===== src/rtl/ittf_pkg.sv =====
// ============================================================================
// ittf_pkg - shared types and constants for the integer-to-text formatter
// Field widths, flag bit positions, ASCII codes, emit phase codes and the
// command/status structs between controller and datapath.
// ============================================================================
package ittf_pkg;

    // payload widths
    localparam int VALUE_W = 32;
    localparam int RADIX_W = 6;
    localparam int FIELD_W = 6;
    localparam int FLAGS_W = 7;
    localparam int CHAR_W  = 8;

    // valid radix range
    localparam logic [RADIX_W-1:0] RADIX_MIN = 6'd2;
    localparam logic [RADIX_W-1:0] RADIX_MAX = 6'd36;
    localparam logic [RADIX_W-1:0] RADIX_OCT = 6'd8;
    localparam logic [RADIX_W-1:0] RADIX_HEX = 6'd16;

    // format flag bit positions
    localparam int FL_ZEROPAD = 0;
    localparam int FL_SIGNED  = 1;
    localparam int FL_PLUS    = 2;
    localparam int FL_SPACE   = 3;
    localparam int FL_LEFT    = 4;
    localparam int FL_PREFIX  = 5;
    localparam int FL_LOWER   = 6;

    // ASCII codes
    localparam logic [CHAR_W-1:0] CH_NUL   = 8'h00;
    localparam logic [CHAR_W-1:0] CH_SPACE = 8'h20;
    localparam logic [CHAR_W-1:0] CH_PLUS  = 8'h2B;
    localparam logic [CHAR_W-1:0] CH_MINUS = 8'h2D;
    localparam logic [CHAR_W-1:0] CH_ZERO  = 8'h30;
    localparam logic [CHAR_W-1:0] CH_UP_A  = 8'h41;
    localparam logic [CHAR_W-1:0] CH_LO_A  = 8'h61;
    localparam logic [CHAR_W-1:0] CH_UP_X  = 8'h58;
    localparam logic [CHAR_W-1:0] CH_LO_X  = 8'h78;

    // long division: quotient bits resolved per cycle
    localparam int DIV_BITS   = 8;
    localparam int DIV_CYCLES = VALUE_W / DIV_BITS;
    localparam int DIV_STEP_W = $clog2(DIV_CYCLES);
    localparam logic [DIV_STEP_W-1:0] DIV_LAST = DIV_STEP_W'(DIV_CYCLES - 1);

    // emit phase codes, in output order
    typedef logic [2:0] t_phase;
    localparam t_phase PH_LEAD  = 3'd0;
    localparam t_phase PH_SIGN  = 3'd1;
    localparam t_phase PH_PFX0  = 3'd2;
    localparam t_phase PH_PFX1  = 3'd3;
    localparam t_phase PH_ZPAD  = 3'd4;
    localparam t_phase PH_PREC  = 3'd5;
    localparam t_phase PH_DIG   = 3'd6;
    localparam t_phase PH_TRAIL = 3'd7;

    typedef struct packed {
        logic   load;        // capture a new item
        logic   div_step;    // resolve DIV_BITS quotient bits
        logic   div_write;   // store the finished digit
        logic   size;        // work out padding and total length
        logic   seg_load;    // load segment counter for load_phase
        logic   emit;        // push one text character
        logic   emit_bad;    // push the bad radix marker
        t_phase phase;       // phase of the emitted character
        t_phase load_phase;  // phase whose length is loaded
    } t_cmd;

    typedef struct packed {
        logic in_bad;     // radix on the input is out of range
        logic div_more;   // another digit is needed
        logic seg_zero;   // current segment exhausted
        logic out_free;   // output register can take a character
    } t_status;

    // digit value (below 36) to its character
    function automatic logic [CHAR_W-1:0] digit_char(input logic [5:0] d, input logic lower);
        logic [CHAR_W-1:0] base;
        if (d < 6'd10) begin
            digit_char = CH_ZERO + CHAR_W'(d);
        end else begin
            base = lower ? CH_LO_A : CH_UP_A;
            digit_char = base + CHAR_W'(d - 6'd10);
        end
    endfunction

endpackage


===== src/rtl/ittf_in_if.sv =====
// ============================================================================
// ittf_in_if - input item channel
// valid/ready handshake carrying one value and its format settings.
// ============================================================================
interface ittf_in_if;
    import ittf_pkg::*;

    logic               valid;
    logic               ready;
    logic [VALUE_W-1:0] value;
    logic [RADIX_W-1:0] radix;
    logic [FIELD_W-1:0] text_width;
    logic [FIELD_W-1:0] min_digits;
    logic [FLAGS_W-1:0] format_flags;

    modport source (output valid, value, radix, text_width, min_digits, format_flags,
                    input ready);
    modport sink   (input valid, value, radix, text_width, min_digits, format_flags,
                    output ready);
endinterface


===== src/rtl/ittf_out_if.sv =====
// ============================================================================
// ittf_out_if - output character channel
// valid/ready handshake carrying one character with last and error marks.
// ============================================================================
interface ittf_out_if;
    import ittf_pkg::*;

    logic              valid;
    logic              ready;
    logic [CHAR_W-1:0] out_char;
    logic              last;
    logic              bad_radix;

    modport source (output valid, out_char, last, bad_radix, input ready);
    modport sink   (input valid, out_char, last, bad_radix, output ready);
endinterface


===== src/rtl/ittf_datapath.sv =====
// ============================================================================
// ittf_datapath - operand registers, digit divider, digit store, emitter
// Divides by the radix DIV_BITS bits a cycle, keeps digits LSB first and
// builds each output character from the phase the controller names.
// ============================================================================
module ittf_datapath #(
    parameter int MAX_FIELD   = 40,
    parameter int DIGIT_SLOTS = 32
) (
    input  logic                         i_clk,
    input  logic                         i_rst_n,
    input  ittf_pkg::t_cmd               i_cmd,
    output ittf_pkg::t_status            o_status,
    input  logic [ittf_pkg::VALUE_W-1:0] i_value,
    input  logic [ittf_pkg::RADIX_W-1:0] i_radix,
    input  logic [ittf_pkg::FIELD_W-1:0] i_text_width,
    input  logic [ittf_pkg::FIELD_W-1:0] i_min_digits,
    input  logic [ittf_pkg::FLAGS_W-1:0] i_format_flags,
    input  logic                         i_out_ready,
    output logic                         o_out_valid,
    output logic [ittf_pkg::CHAR_W-1:0]  o_out_char,
    output logic                         o_last,
    output logic                         o_bad_radix
);
    import ittf_pkg::*;

    localparam int MAXV  = (MAX_FIELD > DIGIT_SLOTS) ? MAX_FIELD : DIGIT_SLOTS;
    localparam int SEG_W = $clog2(MAXV + 1);
    localparam int RW    = SEG_W + 2;
    localparam int TW    = $clog2(MAXV + 4);
    localparam int CW    = $clog2(DIGIT_SLOTS + 1);
    localparam int AW    = $clog2(DIGIT_SLOTS);
    localparam logic [FIELD_W-1:0] FIELD_MAX = FIELD_W'(MAX_FIELD);

    // item operands
    logic [RADIX_W-1:0] r_radix;
    logic [VALUE_W-1:0] r_quot;
    logic [5:0]         r_rem;
    logic [CW-1:0]      r_count;
    logic [FIELD_W-1:0] r_width;
    logic [FIELD_W-1:0] r_prec;
    logic               r_zp;
    logic               r_leftj;
    logic               r_lower;
    logic [1:0]         r_pfx_len;
    logic [CHAR_W-1:0]  r_sign_ch;

    // sizing and emit counters
    logic [SEG_W-1:0]   r_pad;
    logic [SEG_W-1:0]   r_pzero;
    logic [TW-1:0]      r_left;
    logic [SEG_W-1:0]   r_seg;
    logic [SEG_W-1:0]   n_seg;

    logic [5:0]         r_store [DIGIT_SLOTS];
    logic [5:0]         r_rd_data;

    logic               r_ov;
    logic [CHAR_W-1:0]  r_char;
    logic               r_last;
    logic               r_bad;

    // ---------------- load decode ----------------
    logic               neg;
    logic [VALUE_W-1:0] abs_val;
    logic [CHAR_W-1:0]  sign_ch;
    logic [1:0]         pfx_len;

    always_comb begin
        neg     = i_format_flags[FL_SIGNED] & i_value[VALUE_W-1];
        abs_val = neg ? (VALUE_W'(0) - i_value) : i_value;
        priority if (neg)                         sign_ch = CH_MINUS;
        else if (i_format_flags[FL_PLUS])         sign_ch = CH_PLUS;
        else if (i_format_flags[FL_SPACE])        sign_ch = CH_SPACE;
        else                                      sign_ch = CH_NUL;
        pfx_len = 2'd0;
        if (i_format_flags[FL_PREFIX]) begin
            if (i_radix == RADIX_HEX)      pfx_len = 2'd2;
            else if (i_radix == RADIX_OCT) pfx_len = 2'd1;
        end
    end

    // ---------------- divider: DIV_BITS restoring steps ----------------
    logic [5:0]         d_rem;
    logic [VALUE_W-1:0] d_quot;

    always_comb begin
        logic [6:0] t;
        d_rem  = r_rem;
        d_quot = r_quot;
        for (int b = 0; b < DIV_BITS; b++) begin
            t      = {d_rem, d_quot[VALUE_W-1]};
            d_quot = {d_quot[VALUE_W-2:0], 1'b0};
            if (t >= {1'b0, r_radix}) begin
                t         = t - {1'b0, r_radix};
                d_quot[0] = 1'b1;
            end
            d_rem = t[5:0];
        end
    end

    // ---------------- sizing ----------------
    logic [SEG_W-1:0]     prec_eff;
    logic signed [RW-1:0] room;
    logic [SEG_W-1:0]     pad;

    always_comb begin
        prec_eff = (SEG_W'(r_count) > SEG_W'(r_prec)) ? SEG_W'(r_count) : SEG_W'(r_prec);
        room     = RW'(r_width) - RW'(r_sign_ch != CH_NUL) - RW'(r_pfx_len) - RW'(prec_eff);
        pad      = (room > 0) ? room[SEG_W-1:0] : '0;
    end

    // ---------------- segment lengths ----------------
    logic [SEG_W-1:0] seg_len;

    always_comb begin
        unique case (i_cmd.load_phase)
            PH_LEAD:  seg_len = (!r_zp && !r_leftj) ? r_pad : '0;
            PH_SIGN:  seg_len = SEG_W'(r_sign_ch != CH_NUL);
            PH_PFX0:  seg_len = SEG_W'(r_pfx_len != 2'd0);
            PH_PFX1:  seg_len = SEG_W'(r_pfx_len == 2'd2);
            PH_ZPAD:  seg_len = r_zp ? r_pad : '0;
            PH_PREC:  seg_len = r_pzero;
            PH_DIG:   seg_len = SEG_W'(r_count);
            PH_TRAIL: seg_len = r_leftj ? r_pad : '0;
            default:  seg_len = '0;
        endcase
    end

    always_comb begin
        priority if (i_cmd.seg_load) n_seg = seg_len;
        else if (i_cmd.emit)         n_seg = r_seg - SEG_W'(1);
        else                         n_seg = r_seg;
    end

    // ---------------- character select ----------------
    logic [CHAR_W-1:0] ch;

    always_comb begin
        unique case (i_cmd.phase)
            PH_LEAD:  ch = CH_SPACE;
            PH_SIGN:  ch = r_sign_ch;
            PH_PFX0:  ch = CH_ZERO;
            PH_PFX1:  ch = r_lower ? CH_LO_X : CH_UP_X;
            PH_ZPAD:  ch = CH_ZERO;
            PH_PREC:  ch = CH_ZERO;
            PH_DIG:   ch = digit_char(r_rd_data, r_lower);
            PH_TRAIL: ch = CH_SPACE;
            default:  ch = CH_SPACE;
        endcase
    end

    // ---------------- registers ----------------
    always_ff @(posedge i_clk) begin
        if (i_cmd.load) begin
            r_radix   <= i_radix;
            r_quot    <= abs_val;
            r_rem     <= '0;
            r_count   <= '0;
            r_width   <= (i_text_width > FIELD_MAX) ? FIELD_MAX : i_text_width;
            r_prec    <= (i_min_digits > FIELD_MAX) ? FIELD_MAX : i_min_digits;
            r_zp      <= i_format_flags[FL_ZEROPAD] & ~i_format_flags[FL_LEFT];
            r_leftj   <= i_format_flags[FL_LEFT];
            r_lower   <= i_format_flags[FL_LOWER];
            r_pfx_len <= pfx_len;
            r_sign_ch <= sign_ch;
        end else if (i_cmd.div_step) begin
            r_quot <= d_quot;
            if (i_cmd.div_write) begin
                r_rem   <= '0;
                r_count <= r_count + CW'(1);
            end else begin
                r_rem <= d_rem;
            end
        end
        if (i_cmd.size) begin
            r_pad   <= pad;
            r_pzero <= prec_eff - SEG_W'(r_count);
            r_left  <= TW'(pad) + TW'(r_sign_ch != CH_NUL) + TW'(r_pfx_len) + TW'(prec_eff);
        end else if (i_cmd.emit) begin
            r_left <= r_left - TW'(1);
        end
        r_seg <= n_seg;
    end

    // digit store; read address tracks the next segment count
    always_ff @(posedge i_clk) begin
        if (i_cmd.div_write) begin
            r_store[r_count[AW-1:0]] <= d_rem;
        end
        r_rd_data <= r_store[AW'(n_seg - SEG_W'(1))];
    end

    // output register
    always_ff @(posedge i_clk) begin
        if (!i_rst_n) begin
            r_ov <= 1'b0;
        end else if (i_cmd.emit || i_cmd.emit_bad) begin
            r_ov <= 1'b1;
        end else if (i_out_ready) begin
            r_ov <= 1'b0;
        end
    end

    always_ff @(posedge i_clk) begin
        if (i_cmd.emit_bad) begin
            r_char <= CH_NUL;
            r_last <= 1'b1;
            r_bad  <= 1'b1;
        end else if (i_cmd.emit) begin
            r_char <= ch;
            r_last <= (r_left == TW'(1));
            r_bad  <= 1'b0;
        end
    end

    assign o_status.in_bad   = (i_radix < RADIX_MIN) || (i_radix > RADIX_MAX);
    assign o_status.div_more = (d_quot != '0) && ((CW + 1)'(r_count) + (CW + 1)'(1)
                               < (CW + 1)'(DIGIT_SLOTS));
    assign o_status.seg_zero = (r_seg == '0);
    assign o_status.out_free = !r_ov || i_out_ready;

    assign o_out_valid = r_ov;
    assign o_out_char  = r_char;
    assign o_last      = r_last;
    assign o_bad_radix = r_bad;

endmodule


===== src/rtl/ittf_ctrl.sv =====
// ============================================================================
// ittf_ctrl - sequencing state machine
// Accepts an item, runs the digit divisions, sizes the text and walks the
// output segments in order; a bad radix gets a single flagged transfer instead.
// ============================================================================
module ittf_ctrl (
    input  logic              i_clk,
    input  logic              i_rst_n,
    input  logic              i_in_valid,
    output logic              o_in_ready,
    input  ittf_pkg::t_status i_status,
    output ittf_pkg::t_cmd    o_cmd
);
    import ittf_pkg::*;

    // emit states are consecutive and follow phase order
    localparam logic [3:0] S_IDLE  = 4'd0;
    localparam logic [3:0] S_BAD   = 4'd1;
    localparam logic [3:0] S_DIV   = 4'd2;
    localparam logic [3:0] S_SIZE  = 4'd3;
    localparam logic [3:0] S_START = 4'd4;
    localparam logic [3:0] S_LEAD  = 4'd5;
    localparam logic [3:0] S_SIGN  = 4'd6;
    localparam logic [3:0] S_PFX0  = 4'd7;
    localparam logic [3:0] S_PFX1  = 4'd8;
    localparam logic [3:0] S_ZPAD  = 4'd9;
    localparam logic [3:0] S_PREC  = 4'd10;
    localparam logic [3:0] S_DIG   = 4'd11;
    localparam logic [3:0] S_TRAIL = 4'd12;

    logic [3:0]            r_state, n_state;
    logic [DIV_STEP_W-1:0] r_step, n_step;
    t_phase                cur_phase;

    assign cur_phase  = t_phase'(r_state - S_LEAD);
    assign o_in_ready = (r_state == S_IDLE);

    always_comb begin
        o_cmd   = '0;
        n_state = r_state;
        n_step  = r_step;
        unique case (r_state)
            S_IDLE: begin
                if (i_in_valid) begin
                    o_cmd.load = 1'b1;
                    n_step     = '0;
                    n_state    = i_status.in_bad ? S_BAD : S_DIV;
                end
            end
            S_BAD: begin
                if (i_status.out_free) begin
                    o_cmd.emit_bad = 1'b1;
                    n_state        = S_IDLE;
                end
            end
            S_DIV: begin
                o_cmd.div_step = 1'b1;
                n_step         = r_step + DIV_STEP_W'(1);
                if (r_step == DIV_LAST) begin
                    o_cmd.div_write = 1'b1;
                    if (!i_status.div_more) n_state = S_SIZE;
                end
            end
            S_SIZE: begin
                o_cmd.size = 1'b1;
                n_state    = S_START;
            end
            S_START: begin
                o_cmd.seg_load   = 1'b1;
                o_cmd.load_phase = PH_LEAD;
                n_state          = S_LEAD;
            end
            S_LEAD, S_SIGN, S_PFX0, S_PFX1, S_ZPAD, S_PREC, S_DIG, S_TRAIL: begin
                o_cmd.phase = cur_phase;
                if (i_status.seg_zero) begin
                    if (r_state == S_TRAIL) begin
                        n_state = S_IDLE;
                    end else begin
                        o_cmd.seg_load   = 1'b1;
                        o_cmd.load_phase = cur_phase + t_phase'(1);
                        n_state          = r_state + 4'd1;
                    end
                end else if (i_status.out_free) begin
                    o_cmd.emit = 1'b1;
                end
            end
            default: n_state = S_IDLE;
        endcase
    end

    always_ff @(posedge i_clk) begin
        if (!i_rst_n) begin
            r_state <= S_IDLE;
            r_step  <= '0;
        end else begin
            r_state <= n_state;
            r_step  <= n_step;
        end
    end

endmodule


===== src/rtl/integer_to_text_formatter.sv =====
// Operation: 32-bit long division by the radix finds the digits, 8 quotient bits
//   a cycle; the text is then sized and the output segments are walked, one
//   character per cycle within a segment while the output register can take one.
// Throughput: one item at a time; the next item is taken once the sequencer is
//   idle again, after the last character is in the output register.
// Reset: synchronous, active low; clears the sequencer and the output valid.
// ============================================================================
// integer_to_text_formatter - printf-style integer to ASCII text
// Formats a 32-bit value in radix 2..36 with width, minimum digits and flags,
// one character per output transfer, last marked.
// ============================================================================
module integer_to_text_formatter #(
    parameter int MAX_FIELD   = 40,   // width / min digits saturate here
    parameter int DIGIT_SLOTS = 32    // digits kept (least significant)
) (
    input  logic        i_clk,
    input  logic        i_rst_n,
    ittf_in_if.sink     i_item,
    ittf_out_if.source  o_char
);
    import ittf_pkg::*;

    // command / status bus between sequencer and datapath
    t_cmd    cmd;
    t_status status;

    // Sequencer: idle -> divide -> size -> emit segments
    // (lead spaces, sign, prefix, zero pad, precision zeros, digits, trail
    // spaces). A bad radix skips straight to a single flagged transfer.
    ittf_ctrl u_ctrl (
        .i_clk      (i_clk),
        .i_rst_n    (i_rst_n),
        .i_in_valid (i_item.valid),
        .o_in_ready (i_item.ready),
        .i_status   (status),
        .o_cmd      (cmd)
    );

    // Datapath: operands, divider, digit store and the output register, which
    // holds a character while the sink stalls.
    ittf_datapath #(
        .MAX_FIELD   (MAX_FIELD),
        .DIGIT_SLOTS (DIGIT_SLOTS)
    ) u_dp (
        .i_clk          (i_clk),
        .i_rst_n        (i_rst_n),
        .i_cmd          (cmd),
        .o_status       (status),
        .i_value        (i_item.value),
        .i_radix        (i_item.radix),
        .i_text_width   (i_item.text_width),
        .i_min_digits   (i_item.min_digits),
        .i_format_flags (i_item.format_flags),
        .i_out_ready    (o_char.ready),
        .o_out_valid    (o_char.valid),
        .o_out_char     (o_char.out_char),
        .o_last         (o_char.last),
        .o_bad_radix    (o_char.bad_radix)
    );

    // ---------------- checks ----------------
    // busy right after taking an item
    a_busy_after_accept: assert property (@(posedge i_clk) disable iff (!i_rst_n)
        i_item.valid && i_item.ready |=> !i_item.ready)
        else $error("input ready right after a transfer");

    // bad radix marker is a lone NUL that ends the item
    a_bad_is_last: assert property (@(posedge i_clk) disable iff (!i_rst_n)
        o_char.valid && o_char.bad_radix |-> o_char.last && (o_char.out_char == CH_NUL))
        else $error("bad radix result malformed");

    // text transfers never carry NUL
    a_text_nonzero: assert property (@(posedge i_clk) disable iff (!i_rst_n)
        o_char.valid && !o_char.bad_radix |-> (o_char.out_char != CH_NUL))
        else $error("NUL in text output");

endmodule


===== src/flat_wrapper.sv =====
// flat-port wrapper written by rule: the top's interface ports become plain ports
module integer_to_text_formatter_flat import ittf_pkg::*;
#(
    parameter int MAX_FIELD   = 40,                                      
    parameter int DIGIT_SLOTS = 32                                      
)
  (i_clk, i_rst_n, i_item_valid, i_item_value, i_item_radix, i_item_text_width, i_item_min_digits, i_item_format_flags, i_item_ready, o_char_valid, o_char_out_char, o_char_last, o_char_bad_radix, o_char_ready);
  ittf_in_if i_item_i ();
  ittf_out_if o_char_i ();
  input  logic i_clk;
  input  logic i_rst_n;
  input wire logic [$bits(i_item_i.valid)-1:0] i_item_valid;
  input wire logic [$bits(i_item_i.value)-1:0] i_item_value;
  input wire logic [$bits(i_item_i.radix)-1:0] i_item_radix;
  input wire logic [$bits(i_item_i.text_width)-1:0] i_item_text_width;
  input wire logic [$bits(i_item_i.min_digits)-1:0] i_item_min_digits;
  input wire logic [$bits(i_item_i.format_flags)-1:0] i_item_format_flags;
  output wire logic [$bits(i_item_i.ready)-1:0] i_item_ready;
  output wire logic [$bits(o_char_i.valid)-1:0] o_char_valid;
  output wire logic [$bits(o_char_i.out_char)-1:0] o_char_out_char;
  output wire logic [$bits(o_char_i.last)-1:0] o_char_last;
  output wire logic [$bits(o_char_i.bad_radix)-1:0] o_char_bad_radix;
  input wire logic [$bits(o_char_i.ready)-1:0] o_char_ready;
  assign i_item_i.valid = i_item_valid;
  assign i_item_i.value = i_item_value;
  assign i_item_i.radix = i_item_radix;
  assign i_item_i.text_width = i_item_text_width;
  assign i_item_i.min_digits = i_item_min_digits;
  assign i_item_i.format_flags = i_item_format_flags;
  assign i_item_ready = i_item_i.ready;
  assign o_char_valid = o_char_i.valid;
  assign o_char_out_char = o_char_i.out_char;
  assign o_char_last = o_char_i.last;
  assign o_char_bad_radix = o_char_i.bad_radix;
  assign o_char_i.ready = o_char_ready;
  integer_to_text_formatter #(.MAX_FIELD(MAX_FIELD), .DIGIT_SLOTS(DIGIT_SLOTS)) u_core (.i_clk(i_clk), .i_rst_n(i_rst_n), .i_item(i_item_i), .o_char(o_char_i));
endmodule

===== config.mk =====
export PLATFORM = sky130hd
export DESIGN_NAME = integer_to_text_formatter_flat
export DESIGN_NICKNAME = d
export VERILOG_FILES = /design/src/rtl/ittf_pkg.sv /design/src/rtl/ittf_in_if.sv /design/src/rtl/ittf_out_if.sv /design/src/rtl/ittf_datapath.sv /design/src/rtl/ittf_ctrl.sv /design/src/rtl/integer_to_text_formatter.sv /design/src/flat_wrapper.sv
export SDC_FILE = /design/constraint.sdc
export NUM_CORES = 1
export LEC_CHECK = 0
export ABC_AREA = 1
export BUFFER_PORTS_ARGS = -buffer_cell sky130_fd_sc_hd__buf_2
export CAP_MARGIN = 30
export CORE_UTILIZATION = 60
export CTS_CLUSTER_DIAMETER = 40
export CTS_CLUSTER_SIZE = 16
export DETAILED_ROUTE_END_ITERATION = 10
export PLACE_DENSITY_LB_ADDON = 0.12
export SLEW_MARGIN = 40
export SYNTH_ARGS = -nofsm -noshare
export SYNTH_HDL_FRONTEND = slang
export SYNTH_SLANG_ARGS = --single-unit

===== constraint.sdc =====
create_clock -name i_clk -period 26.9 [get_ports i_clk]
set_clock_uncertainty 0.1 [all_clocks]
set_input_delay 2.69 -clock i_clk [delete_from_list [all_inputs] [get_ports i_clk]]
set_output_delay 2.69 -clock i_clk [all_outputs]
set_load 0.01 [all_outputs]

==> reports/metrics.cfg <==
[sta]
slew_violations = 0
tightest_slew_ns = 0.751
finalSetupViolCount = 0
hold_viol = 0
fmax_mhz = 66.4
rsz0062_at_grt = false
fin_tns_setup_ns = 0
period_share_pct = 56.0
slew_headroom_pct = 49.5
period_needed_ns = 15.07

[synth]
yosys_most_used_dff = edfxtp_1
avgSynthCellArea_sq_um = 9.13
synthCells = 1958
synth_cell_types = 59
syn_nets = 2133
async_reset_ff_share_pct = 0
syn_area_sq_mm = 0.0179
ys_ff_latch = 310
synth_edf_count = 270
yosys_warnings = 0
yosysSeqAreaShare_pct = 49.8

[worst_setup_path]
cp.arrival_ns = 15.19
rr_endpoint = u_core.u_dp.r_store[6][1]$_DFFE_PP_
endpoint = u_core.u_dp.r_store[6][1]$_DFFE_PP_
ff2ff_path_depth = 78
worstSetupStartpoint = u_core.u_dp.r_radix[1]$_DFFE_PP_
slowest_stage = edfxtp_1
criticalPathCategory = register to register
ff2ff_setup_slack_ns = 11.83
crit_required_ns = 27.02
cp_slowest_stage_delay_ns = 0.66
endpoint_kind = register
timing.critical_path.mode_cell = nand2_1
regToRegStartpoint = u_core.u_dp.r_radix[1]$_DFFE_PP_
startpoint_type = register
crit_fanout = 33

[route]
detail_route.drc_violations = 0
drt_iter0_drc = 1195
ant_nets = 0
wire_per_inst_um = 17.4
drt_wl_total_um = 42600
drt-vias-per-instance = 5.70
num_vias = 13957
drtPass1Iterations = 5

[global_route]
antenna_found_initial = 0
grt_pass1_vias = 13439
grt_max_degree = 99
track_usage_pct = 28.4
grt_pass1_wl_um = 68500
grt_overflow = 0

[clocking]
postCtsSetupBuffers = 0
cts_hold_buf = 0
clk_root_buffer_cell = clkbuf_16
cts_buffers = 41
h-tree-depth = 2
clk_pin_slew_ns = 0.06
ctsResizeCount = 0
cts_tree = done
clkLatencyLatePin_ns = 0.53
cts_sinks = 310
clock_path_buffers = 3

[final_layout]
diodes = 0
num-nets-final = 2207
fin_area_sq_mm = 0.0201
area_growth_pct = 12.2
drive_gt1_share_pct = 10.8

[job]
maxCapViolations = 0

[placement]
dpl.hpwl_um = 29500
post_dp_cell_area_sq_mm = 0.0186
gp_congestion = 0.922
io_buffers = 72

[floorplanning]
dieArea_sq_mm = 0.0305
core.rowCount = 62
pin_count = 73
core-area_sq_mm = 0.0290
start_util_pct = 61.6
die_h_um = 175
die_width_um = 175

[min_path]
hp-class = register to register

[status]
status = completed

## how the worst min path moves through the flow
stage	start	to	slack (ns)	cells after the start
6_report	u_core.u_dp.o_bad_radix$_SDFFE_PP1P_	u_core.u_dp.o_bad_radix$_SDFFE_PP1P_	0.36	2
3_5_place_dp	u_core.u_dp.o_bad_radix$_SDFFE_PP1P_	u_core.u_dp.o_bad_radix$_SDFFE_PP1P_	0.34	2
5_1_grt	u_core.u_dp.o_out_char[4]$_SDFFE_PP0P_	u_core.u_dp.o_out_char[4]$_SDFFE_PP0P_	0.40	2
4_1_cts	u_core.u_dp.o_bad_radix$_SDFFE_PP1P_	u_core.u_dp.o_bad_radix$_SDFFE_PP1P_	0.36	2
3_3_place_gp	u_core.u_dp.o_bad_radix$_SDFFE_PP1P_	u_core.u_dp.o_bad_radix$_SDFFE_PP1P_	0.33	2
2_1_floorplan	u_core.u_dp.r_rem[5]$_SDFFE_PP0P_	u_core.u_dp.r_rem[5]$_SDFFE_PP0P_	0.34	2
## placed cells by master, fill, tap and decap left out, types with 44 or more instances in the layout
| cell | Yosys | routed |
|---|---|---|
| clkbuf_16 | 0 | 44 |
| o21ai_0 | 184 | 184 |
| nand3_1 | 86 | 86 |
| ha_1 | 100 | 99 |
| buf_2 | 11 | 72 |
| nand2_1 | 319 | 318 |
| nor2_1 | 296 | 295 |
| xor2_1 | 59 | 58 |
| a21oi_1 | 73 | 73 |
| inv_1 | 205 | 204 |
| edfxtp_1 | 270 | 270 |
| o211ai_1 | 55 | 55 |
## final cells by class
type | count | area, sq um
Tap cell | 384 | 480
Inverter | 217 | 821
Clock buffer | 47 | 1120
Fill cell | 2263 | 8950
Clock inverter | 28 | 309
Timing Repair Buffer | 86 | 477
Sequential cell | 310 | 8910
Multi-Input combinational cell | 1376 | 7950
## registers in the layout (all words and copies together) (netlist names), 2 cells and up
signal and flops:
u_core.u_dp.r_width 6, u_core.u_dp.r_sign_ch 4, u_core.u_dp.o_out_char 8, u_core.u_dp.r_prec 6
u_core.u_dp.r_pzero 6, u_core.u_dp.r_radix 6, u_core.u_dp.r_quot 32, u_core.u_dp.r_seg 6
u_core.u_ctrl.r_step 2, u_core.u_dp.r_rem 6, u_core.u_dp.r_left 6, u_core.u_dp.r_store 192
u_core.u_dp.r_rd_data 6, u_core.u_dp.r_count 6, u_core.u_ctrl.r_state 4, u_core.u_dp.r_pad 6
u_core.u_dp.r_pfx_len 2
## per-stage QoR
stage | instances | hold slack [ns] | worst slack, ns | util (%)
6_report | 2448 | 0.360 | 11.83 | 69.2
3_5_place_dp | 2373 | 0.341 | 11.94 | 64.2
4_1_cts | 2448 | 0.360 | 11.85 | 69.1
2_1_floorplan | 1958 | 0.340 | 13.90 | -
5_1_grt | 2448 | 0.397 | 10.33 | 69.2
3_3_place_gp | 2373 | 0.326 | 12.33 | 64.1
## cells by family after synthesis
logic type                 share of synthesized area, %
AOI/OAI and AO/OA                                  12.4
buffers and inverters                              5.93
and+or+nand+nor                                    18.8
DFF                                                49.8
xor gates and xnor gates                           4.36
adders and majority gates                          8.57
muxes                                             0.112
## synthesized netlist by cell type (3+ instances only)
cell / count / area [sq um]
or2_2: 5 / 31.3
nand4_1: 16 / 100
o21ai_1: 9 / 45.0
o21bai_1: 6 / 45.0
inv_1: 205 / 769
edfxtp_1: 270 / 8110
nor3_1: 23 / 115
fa_1: 14 / 280
nand2_1: 319 / 1200
o211ai_1: 55 / 413
nor2_4: 3 / 33.8
nand2_2: 11 / 68.8
clkbuf_1: 39 / 146
nor4_1: 11 / 68.8
buf_2: 11 / 55.1
a31oi_1: 8 / 50.1
o21a_1: 4 / 30.0
inv_2: 8 / 30.0
a211oi_1: 5 / 37.5
nand3_4: 4 / 70.1
nand3_1: 86 / 430
ha_1: 100 / 1250
xnor2_1: 30 / 263
o221ai_1: 5 / 43.8
nor2_1: 296 / 1110
o21ai_0: 184 / 921
a221oi_1: 5 / 43.8
o21ai_2: 13 / 114
xor2_1: 59 / 517
dfxtp_1: 40 / 801
nor2_2: 4 / 25.0
a21oi_1: 73 / 365
## worst max-delay path, delay by kind of cell (launching register included)
family,cells,cell delay (ns)
AO/OA/AOI/OAI,27,6.36
adder cells (fa/ha/maj),8,2.69
buffers and inverters,12,1.46
flip-flops,1,0.66
AND/OR/NAND/NOR,31,3.41
## routing by layer
metal,global-route usage (%),vias up,wire (um)
met5,0,-,0
met4,9.31,0,1310
met3,3.72,95,2560
met2,47.1,452,20100
met1,38.9,6557,18600
li1,-,6853,-
Power is left out: the tool's default activity adds up to more than one toggle a clock period on the data nets, which glitch-free logic cannot reach.
